<file path="src/rtl/shs_pkg.sv">
// shared types, constants and round functions of the sha-256 stream hasher
package shs_pkg;

	typedef logic [31:0] word_t;

	// sequencer states
	typedef enum logic [2:0] {
		ST_IDLE,
		ST_PAD,
		ST_ROUND,
		ST_FINAL,
		ST_OUT
	} state_t;

	localparam int BLOCK_BYTES = 64;
	localparam int LENGTH_POS  = 56;
	localparam int ROUNDS      = 64;
	localparam int HASH_WORDS  = 8;
	localparam logic [7:0] PAD_MARK = 8'h80;

	// round constants
	localparam word_t ROUND_K [ROUNDS] = '{
		32'h428a2f98, 32'h71374491, 32'hb5c0fbcf, 32'he9b5dba5,
		32'h3956c25b, 32'h59f111f1, 32'h923f82a4, 32'hab1c5ed5,
		32'hd807aa98, 32'h12835b01, 32'h243185be, 32'h550c7dc3,
		32'h72be5d74, 32'h80deb1fe, 32'h9bdc06a7, 32'hc19bf174,
		32'he49b69c1, 32'hefbe4786, 32'h0fc19dc6, 32'h240ca1cc,
		32'h2de92c6f, 32'h4a7484aa, 32'h5cb0a9dc, 32'h76f988da,
		32'h983e5152, 32'ha831c66d, 32'hb00327c8, 32'hbf597fc7,
		32'hc6e00bf3, 32'hd5a79147, 32'h06ca6351, 32'h14292967,
		32'h27b70a85, 32'h2e1b2138, 32'h4d2c6dfc, 32'h53380d13,
		32'h650a7354, 32'h766a0abb, 32'h81c2c92e, 32'h92722c85,
		32'ha2bfe8a1, 32'ha81a664b, 32'hc24b8b70, 32'hc76c51a3,
		32'hd192e819, 32'hd6990624, 32'hf40e3585, 32'h106aa070,
		32'h19a4c116, 32'h1e376c08, 32'h2748774c, 32'h34b0bcb5,
		32'h391c0cb3, 32'h4ed8aa4a, 32'h5b9cca4f, 32'h682e6ff3,
		32'h748f82ee, 32'h78a5636f, 32'h84c87814, 32'h8cc70208,
		32'h90befffa, 32'ha4506ceb, 32'hbef9a3f7, 32'hc67178f2
	};

	// initial hash values
	localparam word_t INIT_HASH [HASH_WORDS] = '{
		32'h6a09e667, 32'hbb67ae85, 32'h3c6ef372, 32'ha54ff53a,
		32'h510e527f, 32'h9b05688c, 32'h1f83d9ab, 32'h5be0cd19
	};

	// rotate right by a constant amount
	function automatic word_t ror32(input word_t x, input int n);
		return (x >> n) | (x << (32 - n));
	endfunction

	function automatic word_t big_sigma0(input word_t x);
		return ror32(x, 2) ^ ror32(x, 13) ^ ror32(x, 22);
	endfunction

	function automatic word_t big_sigma1(input word_t x);
		return ror32(x, 6) ^ ror32(x, 11) ^ ror32(x, 25);
	endfunction

	function automatic word_t small_sigma0(input word_t x);
		return ror32(x, 7) ^ ror32(x, 18) ^ (x >> 3);
	endfunction

	function automatic word_t small_sigma1(input word_t x);
		return ror32(x, 17) ^ ror32(x, 19) ^ (x >> 10);
	endfunction

endpackage

</file>
<file path="src/rtl/sha256_stream_hasher_unit.sv">
// sha-256 stream hasher: byte gathering, padding, iterative compression, digest output
//
// channel   dir  tdata               tuser        tlast
// s_axis    in   data_byte [7:0]     byte_valid   end_of_message
// m_axis    out  digest_word [31:0]  -            last_word
//
// a byte beat is taken every cycle while the block fills; the 64th byte starts the
// compression, which runs one round per cycle on a single round unit through all 64
// rounds and then adds the working variables into the chain value in ST_FINAL.
// on the end beat the padding is shifted in one byte per cycle up to the block end,
// then one or two compressions follow and the eight digest beats go out.
// reset clears control, bit count and fill count and loads the initial hash values.
// a stalled digest beat holds its word; no input beat is taken until all eight are gone.
module sha256_stream_hasher_unit (
	input  logic        clk,
	input  logic        arst_n,
	input  logic        s_axis_tvalid,
	output logic        s_axis_tready,
	input  logic [7:0]  s_axis_tdata,   // data_byte [7:0]
	input  logic        s_axis_tuser,   // byte_valid [0]
	input  logic        s_axis_tlast,
	output logic        m_axis_tvalid,
	input  logic        m_axis_tready,
	output logic [31:0] m_axis_tdata,   // digest_word [31:0]
	output logic        m_axis_tlast
);

	localparam logic [5:0] LAST_FILL  = 6'(shs_pkg::BLOCK_BYTES - 1);
	localparam logic [5:0] LEN_FILL   = 6'(shs_pkg::LENGTH_POS);
	localparam logic [5:0] LAST_ROUND = 6'(shs_pkg::ROUNDS - 1);
	localparam logic [2:0] LAST_OUT   = 3'(shs_pkg::HASH_WORDS - 1);

	shs_pkg::state_t state_q, state_d;

	logic [5:0]   fill_q;
	logic [63:0]  bits_q;
	logic [511:0] blk_q;
	shs_pkg::word_t h_q [shs_pkg::HASH_WORDS];
	shs_pkg::word_t v_q [shs_pkg::HASH_WORDS];
	logic [5:0]   rnd_q;
	logic [2:0]   oidx_q;
	logic         closing_q;
	logic         mark_q;
	logic         len_ok_q;
	logic         fin_q;

	logic         in_acc;
	logic         out_acc;
	logic         shift_en;
	logic [7:0]   shift_byte;
	logic [7:0]   pad_byte;
	logic [63:0]  len_shift;
	logic         block_full;
	logic         place_mark;

	shs_pkg::word_t w_cur, w_new, t1, t2;

	assign in_acc  = s_axis_tvalid && s_axis_tready;
	assign out_acc = m_axis_tvalid && m_axis_tready;

	// padding byte: mark first, then zeros, then the big-endian bit length
	assign len_shift  = bits_q >> {3'd7 - fill_q[2:0], 3'b000};
	assign place_mark = (state_q == shs_pkg::ST_PAD) && !mark_q;
	always_comb begin
		if (!mark_q) begin
			pad_byte = shs_pkg::PAD_MARK;
		end else if (len_ok_q && (fill_q >= LEN_FILL)) begin
			pad_byte = len_shift[7:0];
		end else begin
			pad_byte = 8'h00;
		end
	end

	// byte shifter into the block register
	assign shift_en   = (in_acc && s_axis_tuser) || (state_q == shs_pkg::ST_PAD);
	assign shift_byte = (state_q == shs_pkg::ST_PAD) ? pad_byte : s_axis_tdata;
	assign block_full = shift_en && (fill_q == LAST_FILL);

	// round unit and schedule word, window word 0 is w[t]
	assign w_cur = blk_q[511:480];
	assign w_new = w_cur + shs_pkg::small_sigma0(blk_q[479:448]) + blk_q[223:192]
		+ shs_pkg::small_sigma1(blk_q[63:32]);
	assign t1 = v_q[7] + shs_pkg::big_sigma1(v_q[4])
		+ ((v_q[4] & v_q[5]) ^ (~v_q[4] & v_q[6])) + shs_pkg::ROUND_K[rnd_q] + w_cur;
	assign t2 = shs_pkg::big_sigma0(v_q[0])
		+ ((v_q[0] & v_q[1]) ^ (v_q[0] & v_q[2]) ^ (v_q[1] & v_q[2]));

	// state register
	always_ff @(posedge clk or negedge arst_n) begin
		if (!arst_n) begin
			state_q <= shs_pkg::ST_IDLE;
		end else begin
			state_q <= state_d;
		end
	end

	// next state and handshake outputs
	always_comb begin
		state_d       = state_q;
		s_axis_tready = 1'b0;
		m_axis_tvalid = 1'b0;
		m_axis_tlast  = 1'b0;
		unique case (state_q)
			shs_pkg::ST_IDLE: begin
				s_axis_tready = 1'b1;
				if (in_acc) begin
					if (block_full) begin
						state_d = shs_pkg::ST_ROUND;
					end else if (s_axis_tlast) begin
						state_d = shs_pkg::ST_PAD;
					end
				end
			end
			shs_pkg::ST_PAD: begin
				if (block_full) begin
					state_d = shs_pkg::ST_ROUND;
				end
			end
			shs_pkg::ST_ROUND: begin
				if (rnd_q == LAST_ROUND) begin
					state_d = shs_pkg::ST_FINAL;
				end
			end
			shs_pkg::ST_FINAL: begin
				if (fin_q) begin
					state_d = shs_pkg::ST_OUT;
				end else if (closing_q) begin
					state_d = shs_pkg::ST_PAD;
				end else begin
					state_d = shs_pkg::ST_IDLE;
				end
			end
			shs_pkg::ST_OUT: begin
				m_axis_tvalid = 1'b1;
				m_axis_tlast  = (oidx_q == LAST_OUT);
				if (out_acc && (oidx_q == LAST_OUT)) begin
					state_d = shs_pkg::ST_IDLE;
				end
			end
			default: begin
				state_d = shs_pkg::ST_IDLE;
			end
		endcase
	end

	assign m_axis_tdata = h_q[oidx_q];

	// control, counters, bit count and chain value
	always_ff @(posedge clk or negedge arst_n) begin
		if (!arst_n) begin
			fill_q    <= '0;
			bits_q    <= '0;
			rnd_q     <= '0;
			oidx_q    <= '0;
			closing_q <= 1'b0;
			mark_q    <= 1'b0;
			len_ok_q  <= 1'b0;
			fin_q     <= 1'b0;
			for (int i = 0; i < shs_pkg::HASH_WORDS; i++) begin
				h_q[i] <= shs_pkg::INIT_HASH[i];
			end
		end else begin
			// byte count within the block
			if (shift_en) begin
				fill_q <= block_full ? '0 : fill_q + 6'd1;
			end
			if (in_acc && s_axis_tuser) begin
				bits_q <= bits_q + 64'd8;
			end
			if (in_acc && s_axis_tlast) begin
				closing_q <= 1'b1;
			end
			// length may follow only if the mark landed ahead of the length field
			if (place_mark) begin
				mark_q   <= 1'b1;
				len_ok_q <= (fill_q < LEN_FILL);
			end
			if (block_full) begin
				fin_q <= (state_q == shs_pkg::ST_PAD) && mark_q && len_ok_q;
				rnd_q <= '0;
			end else if (state_q == shs_pkg::ST_ROUND) begin
				rnd_q <= rnd_q + 6'd1;
			end
			// chain update after the last round
			if (state_q == shs_pkg::ST_FINAL) begin
				for (int i = 0; i < shs_pkg::HASH_WORDS; i++) begin
					h_q[i] <= h_q[i] + v_q[i];
				end
				if (mark_q) begin
					len_ok_q <= 1'b1;
				end
			end
			// digest beats, then back to a fresh message
			if (out_acc) begin
				oidx_q <= oidx_q + 3'd1;
				if (oidx_q == LAST_OUT) begin
					bits_q    <= '0;
					fill_q    <= '0;
					closing_q <= 1'b0;
					mark_q    <= 1'b0;
					len_ok_q  <= 1'b0;
					fin_q     <= 1'b0;
					for (int i = 0; i < shs_pkg::HASH_WORDS; i++) begin
						h_q[i] <= shs_pkg::INIT_HASH[i];
					end
				end
			end
		end
	end

	// block register and working variables
	always_ff @(posedge clk) begin
		if (shift_en) begin
			blk_q <= {blk_q[503:0], shift_byte};
		end else if (state_q == shs_pkg::ST_ROUND) begin
			blk_q <= {blk_q[479:0], w_new};
		end
		if (block_full) begin
			for (int i = 0; i < shs_pkg::HASH_WORDS; i++) begin
				v_q[i] <= h_q[i];
			end
		end else if (state_q == shs_pkg::ST_ROUND) begin
			v_q[7] <= v_q[6];
			v_q[6] <= v_q[5];
			v_q[5] <= v_q[4];
			v_q[4] <= v_q[3] + t1;
			v_q[3] <= v_q[2];
			v_q[2] <= v_q[1];
			v_q[1] <= v_q[0];
			v_q[0] <= t1 + t2;
		end
	end

	// input and digest output never overlap
	a_no_overlap: assert property (@(posedge clk) disable iff (!arst_n)
		!(s_axis_tready && m_axis_tvalid))
		else $error("input ready while digest beat pending");

	// a filled block stops input for the compression
	a_full_stalls: assert property (@(posedge clk) disable iff (!arst_n)
		(in_acc && s_axis_tuser && (fill_q == LAST_FILL)) |=> !s_axis_tready)
		else $error("input taken during compression");

	// last digest beat returns to a fresh message
	a_done_fresh: assert property (@(posedge clk) disable iff (!arst_n)
		(out_acc && m_axis_tlast) |=> (s_axis_tready && (bits_q == 64'd0) && (fill_q == 6'd0)))
		else $error("state not restored after digest");

	// digest only after a compression that carried the length
	a_out_entry: assert property (@(posedge clk) disable iff (!arst_n)
		$rose(m_axis_tvalid) |-> ($past(state_q) == shs_pkg::ST_FINAL) && $past(fin_q))
		else $error("digest output without final block");

endmodule
</file>
<file path="config.mk">
export PLATFORM = sky130hd
export DESIGN_NAME = sha256_stream_hasher_unit
export DESIGN_NICKNAME = d
export VERILOG_FILES = /design/src/rtl/shs_pkg.sv /design/src/rtl/sha256_stream_hasher_unit.sv
export SDC_FILE = /design/constraint.sdc
export NUM_CORES = 2
export LEC_CHECK = 0
export ABC_AREA = 1
export BUFFER_PORTS_ARGS = -buffer_cell sky130_fd_sc_hd__clkbuf_2
export CAP_MARGIN = 20
export CORE_ASPECT_RATIO = 1.75
export CORE_MARGIN = 5
export CORE_UTILIZATION = 40
export CTS_BUF_LIST = sky130_fd_sc_hd__clkbuf_16
export DETAILED_ROUTE_END_ITERATION = 10
export GPL_TIMING_DRIVEN = 0
export PLACE_DENSITY = 0.61
export SLEW_MARGIN = 20
export SYNTH_ARGS = -nofsm -noshare
export SYNTH_HDL_FRONTEND = slang
export SYNTH_SLANG_ARGS = --single-unit
</file>
<file path="constraint.sdc">
create_clock -name clk -period 20.2 [get_ports clk]
set_input_delay 4.04 -clock clk [delete_from_list [all_inputs] [get_ports clk]]
set_output_delay 4.04 -clock clk [all_outputs]
set_load 0.03 [all_outputs]
</file>
==> reports/results.ini <==
[worst_setup_path]
crit_arrival_ns=12.55
worstPathMaxFanout=11
cp.required_ns=20.82
crit_buf_inv=8
cp_top_family=simple AND/OR/NAND/NOR gates
slowest_stage=xor2_1
crit_path_start_kind=flop
cp-end-kind=flop
setup.worst_path.class=reg2reg
cpPeakStageDelay_ns=0.92
path_common_cell=inv_1

[global_routing]
grt_pass1_wl_mm=699
grt.total_usage_pct=48.4
antenna_found_initial=92
first_global_vias=83100
gr-total-overflow=0
grt_max_degree=86

[yosys]
ys_seq_area_share_pct=38.8
synth_common_cells=2764 x nand2_1, 1425 x inv_1, 1154 x o21ai_0
yosys_warnings=0
synth.avg_cell_area_um2=7.73
yosysMostFrequentCell=nand2_1
synth_top_area_share_pct=28.2
synth_area_leaders=edfxtp_1 28%, nand2_1 13%, o21ai_0 7.1%
synth_async_sr_flop_share_pct=30.6
synthFlopType=edfxtp_1
ys_seq_elements=1107
syn_nets=11200
yosys.area.top_type=edfxtp_1
synth_edf_count=768
synthesis.instances=10600
syn-cell-area_um2=81800
ys_types=71

[clock_tree]
hold_buffers=0
clk_latency_ns=0.92
numCtsBuffers=117
htree_levels=3
cts_resized=0
cts_tree=done
cts_buffer_depth=3
cts_sinks=1107
root_buffer=clkbuf_16
clk_pin_slew_ns=0.07
cts_setup_buffers=0

[timing]
finalHoldViolCount=0
setup_ws_ns=8.27
period_minus_slack_ns=11.93
fin_crit_sh_pct=59.0
rsz0062_at_grt=false
final_max_slew_viol_count=0
clock.fmax_mhz=83.9
setup_viol=0
fin_skew_ns=0.0980
max-slew-margin-rel_pct=7.15
worst_slew_pin_slew_ns=1.38

[detailed_routing]
met2WireLength_mm=247
route.detailed.drc=0
drt_iter0_markers=9932
routedWlPerCell_um=38.0
wl_met1_mm=142
ant_nets=0
met3_wirelength_mm=41.6
routed_via_density=6.24
highest_layer=met5
dr.pass1.iters=7
wl_mm=518
num_vias=85200

[placement]
dp_slack_ns=8.84
hpwl_mm=415
portBuffers=48
gp_congestion=1.11

[die]
die-area_um2=214000
num_io_pins=49
die_h_um=608
start_util_pct=40.2
core-area_um2=203000
rows=219
die_x_um=352

[final_layout]
utilization_pct=44.8
layout-drive-gt1-share_pct=6.14
nets=11400
area.growth.synth_to_final_pct=11.4
nFillCells=20900

[outcome]
outcome=finished, final reports clean

[job]
maxCapViolations=0

[worst_hold_path]
hp-class=reg2reg

state kept, by name, indices dropped and copies added (netlist names):
name       flops
bits_q        61
blk_q        512
closing_q      1
fill_q         6
fin_q          1
h_q          256
len_ok_q       1
mark_q         1
oidx_q         3
rnd_q          6
state_q        3
v_q          256
worst paths after layout:
check	slack [ns]	cells after the start	startpoint	end
min reg2reg	0.51	2	h_q[219]$_DFF_PN1_	h_q[219]$_DFF_PN1_
max in group asynchronous	14.84	5	arst_n	bits_q[18]$_DFF_PN0_
max reg2reg	8.27	35	rnd_q[0]$_DFFE_PN0P_	v_q[0][27]$_DFFE_PP_
min	0.51	2	h_q[219]$_DFF_PN1_	h_q[219]$_DFF_PN1_
max	8.27	35	rnd_q[0]$_DFFE_PN0P_	v_q[0][27]$_DFFE_PP_
min in group asynchronous	3.09	1	arst_n	h_q[241]$_DFF_PN0_
tightest hold or removal path, stage by stage (launching register included):
cell and delay [ns]:
dfstp_2 0.38, nand2_1 0.06, nand3_1 0.07
layout by cell type (no fill, tap or decap), types with 17 or more instances in the layout:
master,count
dfrtp_1,203
o21ai_0,1140
nor3_1,105
a21oi_1,701
clkbuf_2,107
a21boi_0,23
a31oi_1,78
nor4_1,32
o22ai_1,17
nand4_1,73
clkbuf_1,277
o221ai_1,35
o21ai_1,19
buf_16,30
or2_2,43
diode_2,96
buf_1,23
buf_2,75
clkbuf_16,117
fa_1,195
nand2_1,2762
xnor2_1,165
nand3b_1,22
edfxtp_1,768
a21o_1,48
inv_1,1441
dfstp_2,136
nand3_1,467
o211ai_1,153
o21bai_1,89
nor2_1,662
ha_1,397
clkinv_1,31
xor2_1,211
layer usage:
metal  track usage (%)  vias up
met1              39.8    40600
met3              17.7     3031
met2              78.8     5892
met4              62.5       36
met5             0.459        -
li1                  -    35700
metrics by stage:
| step | TNS (ns) | std cells | hold WS (ns) | instance area, µm² |
|---|---|---|---|---|
| after floorplan | 0 | 10600 | 0.472 | 81800 |
| after global placement | -1442.29 | 13300 | 0.496 | 85300 |
| after detailed placement | 0 | 13300 | 0.503 | 86500 |
| after CTS | 0 | 13500 | 0.518 | 90500 |
| after global routing | 0 | 13600 | 0.529 | 90800 |
| final | 0 | 13700 | 0.514 | 91000 |
area by class of cell:
class / instances / area, µm² / share of cell area [%]
inverters: 1431 / 5370 / 5.90
repair buffers: 103 / 1460 / 1.60
multi-input cells: 7604 / 43200 / 47.4
plain buffers: 436 / 1820 / 1.99
flip-flops and latches: 1107 / 31700 / 34.8
clock inverters: 106 / 1030 / 1.13
clock buffers: 117 / 2930 / 3.22
diodes: 96 / 240 / 0.264
well taps: 2652 / 3320 / 3.64
logic make-up (layout without fill, tap and decap cells):
| family | after synthesis | in the layout | synth area share (%) |
|---|---|---|---|
| AO/OA/AOI/OAI | 2402 | 2402 | 16.4 |
| XOR/XNOR | 389 | 389 | 4.17 |
| adder cells (fa/ha/maj) | 594 | 594 | 10.9 |
| buffers and inverters | 1867 | 2193 | 8.68 |
| flip-flops | 1107 | 1107 | 38.8 |
| multiplexers | 2 | 2 | 0.0245 |
| other | 0 | 96 | 0 |
| AND/OR/NAND/NOR | 4217 | 4217 | 21.1 |
Power is not shown: default switching activity piles up to over one toggle a cycle in this logic, so the estimate is an artifact.
